`config.mk`:
```
export PLATFORM = sky130hd
export DESIGN_NAME = fixed_id_min_priority_queue_core_flat
export DESIGN_NICKNAME = d
export VERILOG_FILES = /design/src/fimpq_pkg.sv /design/src/fimpq_if.sv /design/src/fixed_id_min_priority_queue_core.sv /design/src/fimpq_cell.sv /design/src/fimpq_ctrl.sv /design/src/flat_wrapper.sv
export VERILOG_INCLUDE_DIRS = /design/src /design/src/src
export SDC_FILE = /design/constraint.sdc
export NUM_CORES = 2
export LEC_CHECK = 0
export ABC_AREA = 0
export BUFFER_PORTS_ARGS = -buffer_cell sky130_fd_sc_hd__buf_2
export CORE_UTILIZATION = 62
export DETAILED_ROUTE_END_ITERATION = 12
export PLACE_DENSITY = 0.83
export SYNTH_ARGS = -nofsm -noshare
export SYNTH_HDL_FRONTEND = slang
export SYNTH_SLANG_ARGS = --single-unit
```
`constraint.sdc`:
```
create_clock -name i_clk -period 6.9 [get_ports i_clk]
set_input_delay 1.38 -clock i_clk [delete_from_list [all_inputs] [get_ports i_clk]]
set_output_delay 1.38 -clock i_clk [all_outputs]
set_load 0.01 [all_outputs]
```
`src/fixed_id_min_priority_queue_core_macros.svh`:
```
// Assertion macros used by the queue sequencer (fimpq_ctrl).
// Define NO_ASSERTIONS to compile the design without them.
`ifndef FIXED_ID_MIN_PRIORITY_QUEUE_CORE_MACROS_SVH
`define FIXED_ID_MIN_PRIORITY_QUEUE_CORE_MACROS_SVH

`ifndef NO_ASSERTIONS

// General property, checked at every rising edge outside reset.
`define FIMPQ_ASSERT(lbl, clk, rst_n, prop, msg) \
    lbl: assert property (@(posedge clk) disable iff (!rst_n) prop) else $error(msg);

// Same-cycle implication between two conditions.
`define FIMPQ_ASSERT_IMPLY(lbl, clk, rst_n, ante, cons, msg) \
    lbl: assert property (@(posedge clk) disable iff (!rst_n) (ante) |-> (cons)) \
        else $error(msg);

`else

`define FIMPQ_ASSERT(lbl, clk, rst_n, prop, msg)
`define FIMPQ_ASSERT_IMPLY(lbl, clk, rst_n, ante, cons, msg)

`endif

`endif

```
`src/fimpq_pkg.sv`:
```
`timescale 1ns / 1ps
`default_nettype none

package fimpq_pkg;

    // Table size and derived widths.
    localparam int MAX_SLOTS = 128;
    localparam int IDX_W     = $clog2(MAX_SLOTS);
    localparam int CNT_W     = $clog2(MAX_SLOTS + 1);

    // Field widths.
    localparam int ID_W   = 16;
    localparam int PRI_W  = 16;
    localparam int CMD_W  = 2;
    localparam int ST_W   = 3;
    localparam int SLT_W  = 8;
    localparam int ADDR_W = 3;
    localparam int DATA_W = 32;

    typedef logic signed [PRI_W-1:0] t_prio;
    typedef logic [ID_W-1:0]         t_id;

    // Command codes.
    localparam logic [CMD_W-1:0] CMD_SET    = 2'd0;
    localparam logic [CMD_W-1:0] CMD_REMOVE = 2'd1;
    localparam logic [CMD_W-1:0] CMD_PEEK   = 2'd2;

    // Status codes.
    localparam logic [ST_W-1:0] ST_SET      = 3'd0;
    localparam logic [ST_W-1:0] ST_NOTFOUND = 3'd1;
    localparam logic [ST_W-1:0] ST_RANGE    = 3'd2;
    localparam logic [ST_W-1:0] ST_EMPTY    = 3'd3;
    localparam logic [ST_W-1:0] ST_REMOVED  = 3'd4;
    localparam logic [ST_W-1:0] ST_PEEKED   = 3'd5;

    // Register indexes, taken from paddr[2].
    localparam logic REG_BASE_ID      = 1'b0;
    localparam logic REG_SLOTS_IN_USE = 1'b1;

    // Register reset values.
    localparam t_id             BASE_ID_RESET = 16'd21301;
    localparam logic [SLT_W-1:0] SLOTS_RESET  = 8'd85;

    // Contents of one slot cell.
    typedef struct packed {
        logic  present;
        t_prio prio;
    } t_cell_data;

    // Per-cell control.
    typedef struct packed {
        logic shift;
        logic reload;
        logic reload_present;
        logic clear;
    } t_cell_cmd;

    // Ring control from the sequencer.
    typedef struct packed {
        logic             shift;
        logic             clear;
        logic [IDX_W-1:0] clear_idx;
    } t_ring_ctrl;

    typedef enum logic [1:0] {
        S_IDLE,
        S_SCAN,
        S_FIN
    } t_state;

endpackage

`default_nettype wire

```
`src/fimpq_if.sv`:
```
`timescale 1ns / 1ps
`default_nettype none

// Request channel.
interface fimpq_in_if;
    logic                             valid;
    logic                             ready;
    logic [fimpq_pkg::CMD_W-1:0]      command;
    logic [fimpq_pkg::ID_W-1:0]       job_id;
    logic signed [fimpq_pkg::PRI_W-1:0] new_priority;

    modport source (output valid, command, job_id, new_priority, input ready);
    modport sink   (input valid, command, job_id, new_priority, output ready);
endinterface

// Result channel.
interface fimpq_out_if;
    logic                        valid;
    logic                        ready;
    logic [fimpq_pkg::ST_W-1:0]  status;
    logic [fimpq_pkg::ID_W-1:0]  result_id;

    modport source (output valid, status, result_id, input ready);
    modport sink   (input valid, status, result_id, output ready);
endinterface

`default_nettype wire

```
`src/fixed_id_min_priority_queue_core.sv`:
```
`timescale 1ns / 1ps
`default_nettype none

// Fixed-id minimum priority queue. The slot table is a ring of MAX_SLOTS cells
// (128) that, while a request runs, rotates one position per cycle past a single
// comparator and write point at its head. Every request, whatever its command,
// takes one full turn of the ring, and the next request is accepted only once the
// sequencer has passed the result of the previous one on. The result sits in an
// output register, so the next request is taken while it waits; a second finished
// result is held in the sequencer until the receiver takes the first. After reset
// and after every register write the table is reloaded, and no request is
// accepted while the reload is pending. Configuration goes through an
// APB-style port with base_id at address 0 and slots_in_use at address 4.
module fixed_id_min_priority_queue_core (
    input  logic                           i_clk,
    input  logic                           i_rst_n,
    input  logic                           psel,
    input  logic                           penable,
    input  logic                           pwrite,
    input  logic [fimpq_pkg::ADDR_W-1:0]   paddr,
    input  logic [fimpq_pkg::DATA_W-1:0]   pwdata,
    output logic [fimpq_pkg::DATA_W-1:0]   prdata,
    output logic                           pready,
    fimpq_in_if.sink                       i_in,
    fimpq_out_if.source                    o_out
);
    import fimpq_pkg::*;

    t_id              r_base_id;
    logic [SLT_W-1:0] r_slots;
    logic             r_reload;

    logic             w_wr;
    logic [ID_W:0]    w_slots_x;
    logic [ID_W:0]    w_max_x;
    logic [ID_W:0]    w_room;
    logic [ID_W:0]    w_n1;
    logic [ID_W:0]    w_n2;
    logic [CNT_W-1:0] w_live_n;

    t_cell_data w_cell [MAX_SLOTS];
    t_cell_cmd  w_cmd  [MAX_SLOTS];
    t_cell_data w_ret;
    t_ring_ctrl w_ring;

    // Register port; writes complete in the access phase.
    assign pready = 1'b1;
    assign w_wr   = psel && penable && pwrite;

    always_ff @(posedge i_clk) begin
        if (!i_rst_n) begin
            r_base_id <= BASE_ID_RESET;
            r_slots   <= SLOTS_RESET;
            r_reload  <= 1'b1;
        end else begin
            r_reload <= w_wr;
            if (w_wr) begin
                unique case (paddr[2])
                    REG_BASE_ID:      r_base_id <= pwdata[ID_W-1:0];
                    REG_SLOTS_IN_USE: r_slots   <= pwdata[SLT_W-1:0];
                    default: ;
                endcase
            end
        end
    end

    always_comb begin
        unique case (paddr[2])
            REG_BASE_ID:      prdata = DATA_W'(r_base_id);
            REG_SLOTS_IN_USE: prdata = DATA_W'(r_slots);
            default:          prdata = '0;
        endcase
    end

    // Live slot count: limited by the table size and by the top of the id space.
    assign w_slots_x = (ID_W + 1)'(r_slots);
    assign w_max_x   = (ID_W + 1)'(MAX_SLOTS);
    assign w_room    = {1'b1, {ID_W{1'b0}}} - {1'b0, r_base_id};
    assign w_n1      = (w_slots_x < w_max_x) ? w_slots_x : w_max_x;
    assign w_n2      = (w_n1 < w_room) ? w_n1 : w_room;
    assign w_live_n  = w_n2[CNT_W-1:0];

    // Row of slot cells; each takes its right neighbor, the last one takes the head back.
    for (genvar g = 0; g < MAX_SLOTS; g++) begin : g_cell
        assign w_cmd[g].shift          = w_ring.shift;
        assign w_cmd[g].reload         = r_reload;
        assign w_cmd[g].reload_present = (CNT_W'(g) < w_live_n);
        assign w_cmd[g].clear          = w_ring.clear && (w_ring.clear_idx == IDX_W'(g));

        if (g == MAX_SLOTS - 1) begin : g_last
            fimpq_cell u_cell (
                .i_clk   (i_clk),
                .i_rst_n (i_rst_n),
                .i_cmd   (w_cmd[g]),
                .i_next  (w_ret),
                .o_data  (w_cell[g])
            );
        end else begin : g_mid
            fimpq_cell u_cell (
                .i_clk   (i_clk),
                .i_rst_n (i_rst_n),
                .i_cmd   (w_cmd[g]),
                .i_next  (w_cell[g+1]),
                .o_data  (w_cell[g])
            );
        end
    end

    // Sequencer with the head comparator and the result register.
    fimpq_ctrl u_ctrl (
        .i_clk         (i_clk),
        .i_rst_n       (i_rst_n),
        .i_in          (i_in),
        .o_out         (o_out),
        .i_reload_busy (r_reload),
        .i_base_id     (r_base_id),
        .i_live_n      (w_live_n),
        .i_head        (w_cell[0]),
        .o_ret         (w_ret),
        .o_ring        (w_ring)
    );

endmodule

`default_nettype wire

```
`src/fimpq_cell.sv`:
```
`timescale 1ns / 1ps
`default_nettype none

module fimpq_cell (
    input  logic                  i_clk,
    input  logic                  i_rst_n,
    input  fimpq_pkg::t_cell_cmd  i_cmd,
    input  fimpq_pkg::t_cell_data i_next,
    output fimpq_pkg::t_cell_data o_data
);
    import fimpq_pkg::*;

    logic  r_present;
    t_prio r_prio;

    // Presence bit: reload wins over clear, clear over shift.
    always_ff @(posedge i_clk) begin
        if (!i_rst_n) begin
            r_present <= 1'b0;
        end else if (i_cmd.reload) begin
            r_present <= i_cmd.reload_present;
        end else if (i_cmd.clear) begin
            r_present <= 1'b0;
        end else if (i_cmd.shift) begin
            r_present <= i_next.present;
        end
    end

    // Priority value, same order of precedence.
    always_ff @(posedge i_clk) begin
        if (i_cmd.reload || i_cmd.clear) begin
            r_prio <= '0;
        end else if (i_cmd.shift) begin
            r_prio <= i_next.prio;
        end
    end

    assign o_data.present = r_present;
    assign o_data.prio    = r_prio;

endmodule

`default_nettype wire

```
`src/fimpq_ctrl.sv`:
```
`timescale 1ns / 1ps
`default_nettype none
`include "fixed_id_min_priority_queue_core_macros.svh"

module fimpq_ctrl (
    input  logic                         i_clk,
    input  logic                         i_rst_n,
    fimpq_in_if.sink                     i_in,
    fimpq_out_if.source                  o_out,
    input  logic                         i_reload_busy,
    input  fimpq_pkg::t_id               i_base_id,
    input  logic [fimpq_pkg::CNT_W-1:0]  i_live_n,
    input  fimpq_pkg::t_cell_data        i_head,
    output fimpq_pkg::t_cell_data        o_ret,
    output fimpq_pkg::t_ring_ctrl        o_ring
);
    import fimpq_pkg::*;

    t_state           r_state, n_state;
    logic [IDX_W-1:0] r_step;
    logic [CMD_W-1:0] r_cmd;
    logic [IDX_W-1:0] r_k;
    logic             r_in_range;
    t_prio            r_prio;
    logic             r_found;
    logic [IDX_W-1:0] r_best_idx;
    t_prio            r_best_prio;
    logic             r_hit;
    logic             r_out_valid;
    logic [ST_W-1:0]  r_out_status;
    t_id              r_out_id;

    logic             w_accept;
    logic [ID_W:0]    w_diff;
    logic             w_in_range;
    logic             w_last;
    logic             w_better;
    logic             w_set_hit;
    logic             w_push;
    logic [ST_W-1:0]  w_status;
    t_id              w_rid;

    assign w_accept = i_in.valid && i_in.ready;

    // Range check of the requested id against the live slot count.
    assign w_diff     = {1'b0, i_in.job_id} - {1'b0, i_base_id};
    assign w_in_range = (i_in.job_id >= i_base_id) && (w_diff < (ID_W + 1)'(i_live_n));

    assign w_last = (r_step == IDX_W'(MAX_SLOTS - 1));

    // Comparator at the head of the ring; strict less keeps the lowest id on a tie.
    assign w_better  = i_head.present && (!r_found || ($signed(i_head.prio) < $signed(r_best_prio)));
    assign w_set_hit = (r_cmd == CMD_SET) && r_in_range && (r_k == r_step) && i_head.present;

    assign w_push = (r_state == S_FIN) && (!r_out_valid || o_out.ready);

    // Result of the finished request.
    always_comb begin
        w_status = ST_RANGE;
        w_rid    = '0;
        case (r_cmd) inside
            CMD_SET: begin
                if (!r_in_range) begin
                    w_status = ST_RANGE;
                end else if (r_hit) begin
                    w_status = ST_SET;
                end else begin
                    w_status = ST_NOTFOUND;
                end
            end
            CMD_REMOVE, CMD_PEEK: begin
                if (!r_found) begin
                    w_status = ST_EMPTY;
                end else begin
                    w_status = (r_cmd == CMD_REMOVE) ? ST_REMOVED : ST_PEEKED;
                    w_rid    = i_base_id + ID_W'(r_best_idx);
                end
            end
            default: begin
                w_status = ST_RANGE;
            end
        endcase
    end

    // Next state.
    always_comb begin
        n_state = r_state;
        unique case (r_state)
            S_IDLE: begin
                if (w_accept) n_state = S_SCAN;
            end
            S_SCAN: begin
                if (w_last) n_state = S_FIN;
            end
            S_FIN: begin
                if (w_push) n_state = S_IDLE;
            end
            default: n_state = S_IDLE;
        endcase
    end

    // State outputs.
    always_comb begin
        i_in.ready       = (r_state == S_IDLE) && !i_reload_busy;
        o_ring.shift     = (r_state == S_SCAN);
        o_ring.clear     = w_push && (r_cmd == CMD_REMOVE) && r_found;
        o_ring.clear_idx = r_best_idx;
        o_ret            = i_head;
        if (w_set_hit) o_ret.prio = r_prio;
    end

    // Control registers.
    always_ff @(posedge i_clk) begin
        if (!i_rst_n) begin
            r_state     <= S_IDLE;
            r_step      <= '0;
            r_found     <= 1'b0;
            r_hit       <= 1'b0;
            r_out_valid <= 1'b0;
        end else begin
            r_state <= n_state;
            if (w_accept) begin
                r_step  <= '0;
                r_found <= 1'b0;
                r_hit   <= 1'b0;
            end else if (r_state == S_SCAN) begin
                r_step <= w_last ? '0 : r_step + 1'b1;
                if (w_better)  r_found <= 1'b1;
                if (w_set_hit) r_hit   <= 1'b1;
            end
            if (w_push) begin
                r_out_valid <= 1'b1;
            end else if (o_out.ready) begin
                r_out_valid <= 1'b0;
            end
        end
    end

    // Request, best-candidate and result payload.
    always_ff @(posedge i_clk) begin
        if (w_accept) begin
            r_cmd      <= i_in.command;
            r_k        <= w_diff[IDX_W-1:0];
            r_in_range <= w_in_range;
            r_prio     <= i_in.new_priority;
        end
        if ((r_state == S_SCAN) && w_better) begin
            r_best_idx  <= r_step;
            r_best_prio <= i_head.prio;
        end
        if (w_push) begin
            r_out_status <= w_status;
            r_out_id     <= w_rid;
        end
    end

    assign o_out.valid     = r_out_valid;
    assign o_out.status    = r_out_status;
    assign o_out.result_id = r_out_id;

    // One full turn of the ring per request, ending aligned.
    `FIMPQ_ASSERT(a_scan_len, i_clk, i_rst_n, (r_state == S_SCAN && w_last) |=> (r_state == S_FIN), "scan did not end after one full turn")
    `FIMPQ_ASSERT_IMPLY(a_aligned, i_clk, i_rst_n, r_state == S_FIN, r_step == '0, "ring not aligned when finishing")
    `FIMPQ_ASSERT(a_push_src, i_clk, i_rst_n, $rose(r_out_valid) |-> $past(r_state == S_FIN), "result loaded outside finish state")
    `FIMPQ_ASSERT_IMPLY(a_hit_range, i_clk, i_rst_n, r_hit, r_in_range, "priority written for an id out of range")

endmodule

`default_nettype wire

```
`src/flat_wrapper.sv`:
```
// flat-port wrapper written by rule: the top's interface ports become plain ports
module fixed_id_min_priority_queue_core_flat import fimpq_pkg::*;
  (i_clk, i_rst_n, psel, penable, pwrite, paddr, pwdata, prdata, pready, i_in_valid, i_in_command, i_in_job_id, i_in_new_priority, i_in_ready, o_out_valid, o_out_status, o_out_result_id, o_out_ready);
  fimpq_in_if i_in_i ();
  fimpq_out_if o_out_i ();
  input  logic i_clk;
  input  logic i_rst_n;
  input  logic psel;
  input  logic penable;
  input  logic pwrite;
  input  logic [fimpq_pkg::ADDR_W-1:0] paddr;
  input  logic [fimpq_pkg::DATA_W-1:0] pwdata;
  output logic [fimpq_pkg::DATA_W-1:0] prdata;
  output logic pready;
  input wire logic [$bits(i_in_i.valid)-1:0] i_in_valid;
  input wire logic [$bits(i_in_i.command)-1:0] i_in_command;
  input wire logic [$bits(i_in_i.job_id)-1:0] i_in_job_id;
  input wire logic [$bits(i_in_i.new_priority)-1:0] i_in_new_priority;
  output wire logic [$bits(i_in_i.ready)-1:0] i_in_ready;
  output wire logic [$bits(o_out_i.valid)-1:0] o_out_valid;
  output wire logic [$bits(o_out_i.status)-1:0] o_out_status;
  output wire logic [$bits(o_out_i.result_id)-1:0] o_out_result_id;
  input wire logic [$bits(o_out_i.ready)-1:0] o_out_ready;
  assign i_in_i.valid = i_in_valid;
  assign i_in_i.command = i_in_command;
  assign i_in_i.job_id = i_in_job_id;
  assign i_in_i.new_priority = i_in_new_priority;
  assign i_in_ready = i_in_i.ready;
  assign o_out_valid = o_out_i.valid;
  assign o_out_status = o_out_i.status;
  assign o_out_result_id = o_out_i.result_id;
  assign o_out_i.ready = o_out_ready;
  fixed_id_min_priority_queue_core u_core (.i_clk(i_clk), .i_rst_n(i_rst_n), .psel(psel), .penable(penable), .pwrite(pwrite), .paddr(paddr), .pwdata(pwdata), .prdata(prdata), .pready(pready), .i_in(i_in_i), .o_out(o_out_i));
endmodule
```
==> Yosys cells after proc, flatten, opt, wreduce, memory -nomap -nowiden <==
Cells that the tools add are included.
{ "op_classes": {"n_addsub": 4, "n_mul": 0, "div_mod_pow": 0, "n_lt_le_gt_ge": 133, "eq_ne": 136, "shifts": 0, "muxes": 401, "bitwise": 4, "n_reduce_logical": 414} }
{ "op_table": {"columns": ["cell", "n"], "rows": [
  ["$lt A7 B8 Y1 const A", 64],
  ["$eq A7 B7 Y1 const B", 65],
  ["$mux W1", 388],
  ["$reduce_bool A3 Y1", 128],
  ["$lt A6 B8 Y1 const A", 32],
  ["$eq A7 B6 Y1 const B", 32],
  ["$logic_and A1 B1 Y1", 141],
  ["$logic_or A1 B1 Y1", 130],
  ["$lt A5 B8 Y1 const A", 16],
  ["$eq A7 B5 Y1 const B", 16],
  ["$lt A4 B8 Y1 const A", 8],
  ["$pmux W32 S2", 1],
  ["$eq A7 B4 Y1 const B", 8],
  ["$lt A3 B8 Y1 const A", 4],
  ["$eq A7 B3 Y1 const B", 4],
  ["$lt A17 B8 Y1", 1],
  ["$lt A8 B17 Y1", 1],
  ["$sub A16 B16 Y17", 1],
  ["$sub A17 B16 Y17 const A", 1],
  ["$add A16 B7 Y16", 1],
  ["$ge A16 B16 Y1", 1],
  ["$lt A1 B8 Y1 const A", 2],
  ["$lt A16 B16 Y1", 1],
  ["$lt A2 B8 Y1 const A", 2],
  ["23 further kinds", 44]
]} }
{ "totals": {"ff_bits": 2281, "latch_bits": 0, "ram_bits": 0, "rom_bits": 0, "output_inout_bits": 54, "word_cells": 1364, "mem_count": 0} }

==> Longest topological paths before layout <==
{ "logic_depth": {"depth_word": 8, "mapped_depth": 25} }

==> Hierarchy <==
From an unflattened synthesis, not the netlist that was laid out.
{ "unflattened": {"hier_cells": 9026, "area_unflattened_um2": 92686.4} }
{ "by_module_without_submodules": {"columns": ["module", "instances", "cells_each", "area_per_inst_um2", "seq_area_each_um2"], "rows": [
  ["fimpq_cell", 128, 59, 636.9, 340.3],
  ["fixed_id_min_priority_queue_core", 1, 1039, 6373.6, 500.5],
  ["fimpq_ctrl", 1, 435, 4794.6, 2282.2]
]} }

==> Worst setup path before layout <==
Ideal clock, no wire load.
{ "synth_timing": {"path_type": "reg2reg", "startpoint": "reg u_core.r_base_id[0]", "endpoint": "reg u_core.u_ctrl.r_in_range (data pin)", "setup_ps": 157, "arrival_ps": 5222, "slack_ps": 1521, "path_stages_with_launch": 26, "n_path_buf": 4, "synth_period_minus_slack_ps": 5379, "path_cell_list": "dfxtp_1 -> buf_6 -> inv_1 -> ha_1 -> or4b_2 -> nor2_1 -> xnor2_1 -> ha_1 -> o21a_1 -> o22ai_1 -> a2111oi_0 -> o41ai_2 -> a211oi_2 -> buf_6 -> buf_6 -> buf_2 -> mux2_2 -> ha_1 -> a21oi_1 -> o22ai_1 -> nor4_1 -> o311ai_0 -> a41o_1 -> a211oi_1 -> o211ai_1 -> nor3_1"} }
{ "synth_via": {"elab_chain_cells": 5} }
{ "synth_lines": {"columns": ["element", "line_no", "text"], "rows": [
  ["from (decl)", "fixed_id_min_priority_queue_core.sv:29", "t_id r_base_id;"],
  ["from (signal assigned)", "fixed_id_min_priority_queue_core.sv:59", "REG_BASE_ID: r_base_id <= pwdata[ID_W-1:0];"],
  ["$sub A17 B16 Y17", "fixed_id_min_priority_queue_core.sv:78", "assign w_room = {1'b1, {ID_W{1'b0}}} - {1'b0, r_base_id};"],
  ["$lt A8 B17 Y1", "fixed_id_min_priority_queue_core.sv:80", "assign w_n2 = (w_n1 < w_room) ? w_n1 : w_room;"],
  ["$mux W8", "fixed_id_min_priority_queue_core.sv:80", null],
  ["$lt A17 B8 Y1", "fimpq_ctrl.sv:47", "assign w_in_range = (i_in.job_id >= i_base_id) && (w_diff < (ID_W + 1)'(i_live_n));"],
  ["$logic_and A1 B1 Y1 *", "fimpq_ctrl.sv:47", null],
  ["via u_core.u_ctrl.w_in_range", "fimpq_ctrl.sv:35", "logic w_in_range;"],
  ["to (signal assigned)", "fimpq_ctrl.sv:144", "r_in_range <= w_in_range;"],
  ["to (decl)", "fimpq_ctrl.sv:23", "logic r_in_range;"]
]} }
Mark *: on every way through the listed nets, which the timed path passes. The rest lies on a longest branch.
A chain may end at the register's enable or synchronous reset.

==> Worst setup path in the final report <==
{ "layout_timing": {"startpoint": "reg u_core.r_base_id[1]", "endpoint": "reg u_core.g_cell[84].g_mid.u_cell.r_present"} }
{ "layout_via": {"elab_chain_cells": 5} }
{ "layout_lines": {"columns": ["element", "line_no", "text"], "rows": [
  ["$sub A17 B16 Y17 *", "fixed_id_min_priority_queue_core.sv:78", null],
  ["$lt A8 B17 Y1", "fixed_id_min_priority_queue_core.sv:80", null],
  ["$mux W8 *", "fixed_id_min_priority_queue_core.sv:80", null],
  ["$lt A7 B8 Y1 *", "fixed_id_min_priority_queue_core.sv:87", "assign w_cmd[g].reload_present = (CNT_W'(g) < w_live_n);"],
  ["$mux W1 *", "fimpq_cell.sv:20", "end else if (i_cmd.reload) begin"],
  ["to (signal assigned)", "fimpq_cell.sv:21", "r_present <= i_cmd.reload_present;"],
  ["to (signal assigned)", "fimpq_cell.sv:25", "r_present <= i_next.present;"],
  ["to (decl)", "fimpq_cell.sv:13", "logic r_present;"]
]} }
Every way passes the cells marked *; elsewhere a longest branch is shown, timed or not.

==> flow_summary.toml <==
[outcome]
status = "finished, final reports clean"

[yosys]
synth_edf_count = 68
yosysSeqAreaShare_pct = 55.7
netlist_area_sq_um = 83200
yosys.area.top_type_share_pct = 53.2
syn_avg_cell_area_sq_um = 7.91
syn_inst = 10500
ys_top_cells_by_area = "dfxtp_1, nand2_1, a21oi_1"
ys_seq_elements = 2281
ys_types = 75
yosysMostFrequentCell = "nand2_1"
async_flop_share_pct = 0
ys.flop_type = "dfxtp_1"
synth_commonest_cells = "nand2_1, dfxtp_1, a21oi_1, clkbuf_1, nor2_1"
synth_area_leader_cell = "dfxtp_1"
yosys_warnings = 0

[timing]
relSlewSlack_pct = 6.20
tns_ns = 0
hold_viol = 0
min_period_over_period_pct = 89.3
holdWs_ns = 0.441
setup_violations = 0
worst_slew_pin_slew_ns = 1.41
max_freq_mhz = 162
post-route-min-period_ns = 6.16
skew_ns = 0.0387
rsz0062_at_grt = "no"
slew_viol_final = 0

[global_route]
grt_pass1_wl_um = 335000
grtUsageMet2_pct = 48.8
use_met3_pct = 4.55
grt_max_degree = 278
antenna_found_initial = 0
grtUsageTotal_pct = 29.8
grt.overflow.total = 0
grtUsageMet1_pct = 39.8
first_global_vias = 65700
grt_most_used_layer = "met2"

[drt]
via_count = 70400
drt-wirelength-per-cell_um = 17.2
vias_per_cell = 5.80
drt.antenna.violating_nets = 0
firstDrtPassIters = 7
wl_um = 209000
drtIter0Drc = 7782
drc = 0

[place]
dpl.hpwl_um = 129000
routabilityCongestion = 0.924
port_buffers = 94

[hold_path]
holdCritPathClass = "flop to flop"
worstHoldPathCells = 2

[clocking]
cts_resized = 0
cts_sinks = 2281
h-tree-depth = 4
cts_setup_buffers = 0
cts_max_path_buffers = 3
cts_hold_buf = 0
cts_tree = "yes"
clkLatencyLatePin_ns = 0.84
root_buffer = "clkbuf_16"
path_clk_slew_ns = 0.06
cts_made_buffers = 211

[floorplan]
pin_count = 130
fp.coreArea_sq_um = 133000
dieArea_sq_um = 136000
row_count = 134
die_x_um = 368
die_h_um = 368
start_util_pct = 62.4

[finish]
drive_above_1_share_pct = 5.42
nets = 10300
area_growth_pct = 9.83
diodes = 0
final-seq-area_sq_um = 46300
multiInputGateArea_sq_um = 33900
fillers = 10300

[power]
power_density_nw_per_um2 = 296
p_leak_nw = 30.2
ir_drop_v = 0.000260

[setup_path]
slowest_stage = "mux2i_4"
cp_max_fo = 50
critPathArrivalTime_ns = 6.91
path_class = "flop to flop"
cp-end-kind = "flop"
cp.required_ns = 7.65
max_stage_delay_ns = 0.73
cp_cell_sequence = "buf_4 > inv_1 > ha_1 > or4b_2 > nor2_1 > xnor2_1 > ha_1 > o21a_1 > o22ai_1 > a2111oi_0 > o41ai_2 > a211oi_4 > buf_4 > mux2i_4 > nand2_1 > o22ai_1 > o311a_1"
start_kind = "flop"
r2r_cells = 17

[job]
max_cap_violations = 0
-- cells by family (layout without fill, tap and decap cells) --
kind of cell | after synthesis | in the layout | synth area share (%)
and+or+nand+nor | 4786 | 4786 | 22.0
muxes | 55 | 55 | 0.719
adders and majority gates | 56 | 56 | 0.860
other | 2 | 17 | 0.00902
buffers and inverters | 793 | 623 | 3.75
DFF | 2281 | 2281 | 55.7
xor gates and xnor gates | 39 | 39 | 0.410
AOI/OAI and AO/OA | 2515 | 2515 | 16.6
-- placed cells by master (no fill, tap or decap), types with 21 or more instances in the layout --
| cell type | count |
|---|---|
| nand2_1 | 4390 |
| dfxtp_1 | 2213 |
| a21oi_1 | 2085 |
| nor2_1 | 254 |
| clkbuf_16 | 214 |
| o311a_1 | 108 |
| buf_2 | 93 |
| o21ai_0 | 69 |
| edfxtp_1 | 68 |
| inv_1 | 60 |
| ha_1 | 54 |
| buf_4 | 49 |
| o221ai_1 | 46 |
| clkbuf_8 | 45 |
| clkinv_2 | 44 |
| o22ai_1 | 41 |
| clkbuf_1 | 40 |
| mux2i_1 | 37 |
| a21o_1 | 30 |
| xnor2_1 | 30 |
| nor3_1 | 30 |
| bufinv_16 | 27 |
| nand3_1 | 23 |
| nand2b_1 | 22 |
| o31ai_1 | 21 |
-- critical path: cells and delay by family, from the launching register on --
family / cells / cell delay [ns]
fa+ha+maj: 2 / 0.52
mux: 1 / 0.73
simple gates: 3 / 1.42
compound gates: 7 / 1.91
xor+xnor: 1 / 0.18
flops: 1 / 0.29
buf+inv: 3 / 0.98
-- metal layers --
layer  wire [um]  vias up
met1       89000    33800
met5           0        -
li1            -    33800
met2       98700     2330
met3       14400      452
met4        6810        0
-- final cells by class --
| class | instances | share of cell area, % |
|---|---|---|
| timing repair buffer | 162 | 1.34 |
| inverter | 65 | 0.270 |
| clock inverter | 97 | 1.49 |
| multi-input combinational | 7468 | 37.1 |
| tap | 1768 | 2.42 |
| sequential | 2281 | 50.7 |
| clock buffer | 299 | 6.70 |
-- state kept, by name (all words and copies together) (netlist names), 2 cells and up --
name,cells
u_core.g_cell.g_mid.u_cell.r_prio,2032
u_core.g_cell.g_mid.u_cell.r_present,127
u_core.g_cell.g_last.u_cell.r_prio,16
u_core.r_base_id,16
u_core.u_ctrl.o_out.result_id,16
u_core.u_ctrl.r_best_prio,16
u_core.u_ctrl.r_prio,16
u_core.r_slots,8
u_core.u_ctrl.r_best_idx,7
u_core.u_ctrl.r_k,7
u_core.u_ctrl.r_step,7
u_core.u_ctrl.o_out.status,3
u_core.u_ctrl.r_cmd,2
u_core.u_ctrl.r_state,2
-- power by group --
group	switching [mW]	total, mW	internal [mW]
logic	1.14	1.38	0.239
registers	0.0614	13.4	13.3
clock network	5.12	12.3	7.22
total	6.32	27.1	20.8
-- path summary, 6_finish.rpt --
| path | start | endpoint | slack [ns] |
|---|---|---|---|
| worst max-delay path | u_core.r_base_id[1] | u_core.g_cell[84].g_mid.u_cell.r_present | 0.74 |
| worst min-delay path | u_core.g_cell[15].g_mid.u_cell.r_prio[3] | u_core.g_cell[14].g_mid.u_cell.r_prio[3] | 0.44 |
| worst max register to register | u_core.r_base_id[1] | u_core.g_cell[84].g_mid.u_cell.r_present | 0.74 |
| worst min register to register | u_core.g_cell[15].g_mid.u_cell.r_prio[3] | u_core.g_cell[14].g_mid.u_cell.r_prio[3] | 0.44 |
-- per-stage QoR --
stage | worst slack [ns] | total power [mW] | instance area, sq um | std cells | utilization [%]
after CTS | 0.834 | 27.2 | 91400 | 12100 | 68.6
after detailed placement | 0.848 | 15.0 | 83900 | 11700 | 63.0
after floorplan | 1.52 | 14.6 | 83300 | 10500 | -
after global routing | 0.376 | 27.9 | 91400 | 12100 | 68.6
after global placement | 0.988 | 15.0 | 83900 | 11700 | 63.0
final | 0.737 | 27.1 | 91400 | 12100 | 68.6
Power figures use the tool's default switching activity.
